### src/rtl/eipc_pkg.sv
package eipc_pkg;

  localparam logic [15:0] TYPE_VLAN_Q  = 16'h8100;
  localparam logic [15:0] TYPE_VLAN_AD = 16'h88A8;
  localparam logic [15:0] TYPE_IPV4    = 16'h0800;
  localparam logic [15:0] TYPE_IPV6    = 16'h86DD;

  localparam logic [5:0] POS_MAX      = 6'd63;
  localparam logic [4:0] ETH_HDR_LEN  = 5'd14;
  localparam logic [4:0] VLAN_TAG_LEN = 5'd4;
  localparam logic [1:0] MAX_TAGS     = 2'd2;
  localparam logic [5:0] IPV4_PROTO   = 6'd9;
  localparam logic [5:0] IPV6_NEXT    = 6'd6;
  localparam logic [5:0] IPV4_HDR_LEN = 6'd20;
  localparam logic [5:0] IPV6_HDR_LEN = 6'd40;

  localparam int QUEUE_DEPTH = 4;
  localparam int QUEUE_AW    = $clog2(QUEUE_DEPTH);
  localparam int NUM_KEYS    = 256;

  typedef struct packed {
    logic [7:0] frame_byte;
    logic       frame_end;
  } in_word_t;

  typedef struct packed {
    logic [7:0]  protocol_key;
    logic        was_counted;
    logic [31:0] new_count;
  } out_word_t;

  typedef struct packed {
    logic [7:0] key;
    logic       counted;
  } job_t;

endpackage

### src/rtl/eipc_queue.sv
module eipc_queue (
  input  logic           clk,
  input  logic           rst_n,
  input  logic           push,
  input  eipc_pkg::job_t push_job,
  input  logic           pop,
  output eipc_pkg::job_t head_job,
  output logic           nempty,
  output logic           full
);
  import eipc_pkg::*;

  job_t                  slots_r [QUEUE_DEPTH];
  logic [QUEUE_AW-1:0]   wr_ptr_r, rd_ptr_r;
  logic [QUEUE_AW:0]     fill_r, fill_nxt;

  assign nempty   = fill_r != '0;
  assign full     = fill_r == (QUEUE_AW+1)'(QUEUE_DEPTH);
  assign head_job = slots_r[rd_ptr_r];

  always_comb begin
    fill_nxt = fill_r;
    if (push && !pop) begin
      fill_nxt = fill_r + (QUEUE_AW+1)'(1);
    end else if (pop && !push) begin
      fill_nxt = fill_r - (QUEUE_AW+1)'(1);
    end
  end

  always_ff @(posedge clk) begin
    if (!rst_n) begin
      wr_ptr_r <= '0;
      rd_ptr_r <= '0;
      fill_r   <= '0;
    end else begin
      fill_r <= fill_nxt;
      if (push) begin
        wr_ptr_r <= wr_ptr_r + QUEUE_AW'(1);
      end
      if (pop) begin
        rd_ptr_r <= rd_ptr_r + QUEUE_AW'(1);
      end
    end
  end

  always_ff @(posedge clk) begin
    if (push) begin
      slots_r[wr_ptr_r] <= push_job;
    end
  end

`ifndef SYNTH
  a_no_overflow: assert property (@(posedge clk) disable iff (!rst_n)
    full |-> !push)
    else $error("queue push while full");
  a_no_underflow: assert property (@(posedge clk) disable iff (!rst_n)
    !nempty |-> !pop)
    else $error("queue pop while empty");
`endif

endmodule

### config.mk
export PLATFORM = sky130hd
export DESIGN_NAME = eipc_queue
export DESIGN_NICKNAME = d
export VERILOG_FILES = /design/src/rtl/eipc_pkg.sv /design/src/rtl/eipc_queue.sv
export SDC_FILE = /design/constraint.sdc
export NUM_CORES = 1
export LEC_CHECK = 0
export ABC_AREA = 0
export BUFFER_PORTS_ARGS = -buffer_cell sky130_fd_sc_hd__buf_2
export CAP_MARGIN = 30
export CORE_AREA = 2 2 62 64
export DETAILED_ROUTE_END_ITERATION = 6
export DIE_AREA = 0 0 64 66
export GPL_ROUTABILITY_DRIVEN = 0
export PLACE_DENSITY = 0.71
export SLEW_MARGIN = 20
export SYNTH_ARGS = -nofsm -noshare
export SYNTH_HDL_FRONTEND = slang
export SYNTH_SLANG_ARGS = --single-unit
### constraint.sdc
create_clock -name clk -period 3.2 [get_ports clk]
set_input_delay 0.48 -clock clk [delete_from_list [all_inputs] [get_ports clk]]
set_output_delay 0.48 -clock clk [all_outputs]
set_load 0.02 [all_outputs]
==> impl_metrics.csv <==
group,metric,value,unit
synth,syn_area_per_cell,19.4,sq um
clock_network,clock_path_buffers,2,
global_routing,grt_max_degree,14,
setup_path,max_stage_delay,740,ps
status,status,"finished, final reports clean",
power_and_ir_drop,powerDensity,588,nW/um^2
routing,drt-initial-drc-count,32,
routing,num_vias,824,
routing,final_antenna_net_count,0,
power_and_ir_drop,leakage,0.000718,uW
global_routing,first_global_vias,882,
place,dp_hpwl,1.72,mm
layout,layout.nets,137,
power_and_ir_drop,clkPwrFrac,27.2,%
sta,hold_viol,0,
place,dpl.cell_count,159,
clock_network,cts_sinks,45,
sta,min_period,2300,ps
job,drv_cap,0,
sta,tns,0,ps
sta,tightest_slew,624,ps
setup_path,crit_required,2720,ps
setup_path,worstPathMaxFanout,9,
clock_network,tritoncts,"done",
floorplanning,num_rows,22,
synth,synth.distinct_cells,18,
layout,drive_gt1_share,33.1,%
synth,synth_top_area_cell,"edfxtp_1",
power_and_ir_drop,p_comb_share,13.1,%
setup_path,arrival,1820,ps
setup_path,rr_worst_depth,4,
floorplanning,coreArea,3550,sq um
sta,finClkSkew,9.49,ps
synth,synth.cell_area,1750,sq um
global_routing,grt_pass1_wl,4.04,mm
global_routing,antenna_found_initial,0,
global_routing,gr-total-overflow,0,
routing,drc,0,
layout,diodes,0,
sta,period_share,71.9,%
clock_network,clock_latency,340,ps
clock_network,cts_resized,0,
setup_path,r2r-end,"fill_r[2]$_SDFFE_PN0P_",
sta,setup_violations,0,
layout,area_growth,13.3,%
routing,postRouteWirelength,2.41,mm
power_and_ir_drop,peakVddDrop,0.285,mV
floorplanning,die_x,64,um
floorplanning,dieHeight,66,um
global_routing,grt_usage,13.4,%
setup_path,r2r_slack,1720,ps
sta,relSlewSlack,58.4,%
power_and_ir_drop,pwr-share-seq,59.6,%
setup_path,crit_end,"head_job[8]",
clock_network,htree_levels,2,
routing,drtPass1Iterations,4,
synth,syn_inst,90,
clock_network,root_buffer,"clkbuf_4",
layout,fin_cells,166,
setup_path,path_cells,"mux4_2, buf_2",
routing,avgViaCountPerCell,4.96,
synth,synthDominantCellAreaShare,61.9,%
routing,wl_per_cell,14.5,um
synth,synth_seq_area_share,72.2,%
sta,fmax,435,MHz
clock_network,ctsHoldBuffers,0,
clock_network,postCtsSetupBuffers,0,
setup_path,crit_slowest_cell,"dfxtp_1",
clock_network,numCtsBuffers,5,
setup_path,start_kind,"flop",
setup_path,path_class,"flop to output port",
power_and_ir_drop,p_sw_share,22.7,%
place,pre_cts_ws,1220,ps
synth,syn_nets,109,
sta,rsz0062_at_grt,"no",
power_and_ir_drop,power.total,1160,uW
sta,maxSlewViolCount,0,
floorplanning,ios,24,
floorplanning,initial_core_util,49.2,%
place,port_buffers,23,
power_and_ir_drop,p_switching,264,uW
sta,timing.final.ws_setup,899,ps
power_and_ir_drop,p_int,900,uW
setup_path,r2r_start,"fill_r[0]$_SDFFE_PN0P_",
clock_network,clk_pin_slew,120,ps
floorplanning,dieArea,4220,sq um
layout,filler_cell_count,282,
synth,ys_seq_elements,45,
hold_path,hp-class,"input pin to flop",
synth,synth_area_leaders,"edfxtp_1 62%, mux4_2 12%, dfxtp_1 10%",
setup_path,crit_path_end_kind,"output port",
synth,yosys_warnings,0,
## cell families (layout without fill, tap and decap cells)
group / Yosys count / count (layout) / share of synthesized area [%]
simple gates: 15 / 15 / 5.30
flops: 45 / 45 / 72.2
compound gates: 2 / 2 / 0.716
xor+xnor: 5 / 5 / 2.51
fa+ha+maj: 6 / 6 / 4.73
mux: 11 / 11 / 12.8
buf+inv: 6 / 34 / 1.79
## power groups by stage
stage / sequential (uW) / clock, uW / combinational (uW)
global route: 700 / 355 / 166
CTS: 695 / 329 / 156
floorplan: 693 / 0 / 119
detailed placement: 709 / 0 / 155
finish: 694 / 317 / 153
global placement: 707 / 0 / 151
## worst max-delay path, delay by kind of cell, from the launching register on
family | cells | cell delay, ps
buf+inv | 1 | 170
flops | 1 | 740
mux | 1 | 580
## layout make-up
cell class | instances | area, sq um | share of cell area (%)
inverter | 4 | 15.0 | 0.759
sequential | 45 | 1260 | 63.8
timing repair buffer | 23 | 115 | 5.82
multi-input combinational | 39 | 454 | 23.0
clock buffer | 5 | 37.5 | 1.90
tap | 48 | 60.1 | 3.04
clock inverter | 2 | 35.0 | 1.77
## worst min-delay path by stage
stage	start	to	slack, ps	depth (start not counted)
after detailed placement	fill_r[2]$_SDFFE_PN0P_	fill_r[2]$_SDFFE_PN0P_	500	2
final	push_job[7]	slots_r[3][7]$_DFFE_PP_	350	1
after CTS	push_job[7]	slots_r[3][7]$_DFFE_PP_	330	1
after global placement	fill_r[2]$_SDFFE_PN0P_	fill_r[2]$_SDFFE_PN0P_	470	2
after global routing	push_job[2]	slots_r[2][2]$_DFFE_PP_	320	1
after floorplan	fill_r[2]$_SDFFE_PN0P_	fill_r[2]$_SDFFE_PN0P_	460	2
## synthesized netlist by cell type
cell / instances
edfxtp_1: 36
and2_1: 9
dfxtp_1: 9
mux4_2: 9
ha_1: 5
inv_1: 4
xor2_1: 3
mux2i_1: 2
nor2b_1: 2
or3_1: 2
xnor2_1: 2
a21boi_1: 1
buf_6: 1
clkbuf_2: 1
fa_1: 1
nand2_1: 1
nor3b_1: 1
o21ai_0: 1
## state kept, by name, summed over array words and instances (netlist names), named ones only
signal,cells
fill_r,3
wr_ptr_r,2
slots_r,36
rd_ptr_r,2
## cell usage in the layout (no fill, tap or decap), drive strengths merged
master | synthesis | routed
dfxtp | 9 | 9
ha | 5 | 5
clkinv | 0 | 1
and2 | 9 | 9
xnor2 | 2 | 2
nor3b | 1 | 1
or3 | 2 | 2
buf | 1 | 23
nor2b | 2 | 2
nand2 | 1 | 1
bufinv | 0 | 1
inv | 4 | 4
mux2i | 2 | 2
clkbuf | 1 | 5
mux4 | 9 | 9
o21ai | 1 | 1
xor2 | 3 | 3
edfxtp | 36 | 36
fa | 1 | 1
a21boi | 1 | 1
## per-stage QoR
step           utilization [%]  cell area (sq um)  hold WS [ps]
6_report                  55.7               1980           349
3_5_place_dp              53.7               1910           498
3_3_place_gp              53.7               1910           470
5_1_grt                   55.7               1980           324
4_1_cts                   55.7               1980           332
2_1_floorplan                -               1750           460
## per-layer routing
layer	track usage [%]	vias up	routed length, um
met5	0	-	0
met4	5.71	0	31
met3	4.94	4	114
met2	21.6	19	1240
met1	16.2	405	1030
li1	-	396	-
(Power assumes the default switching activity.)
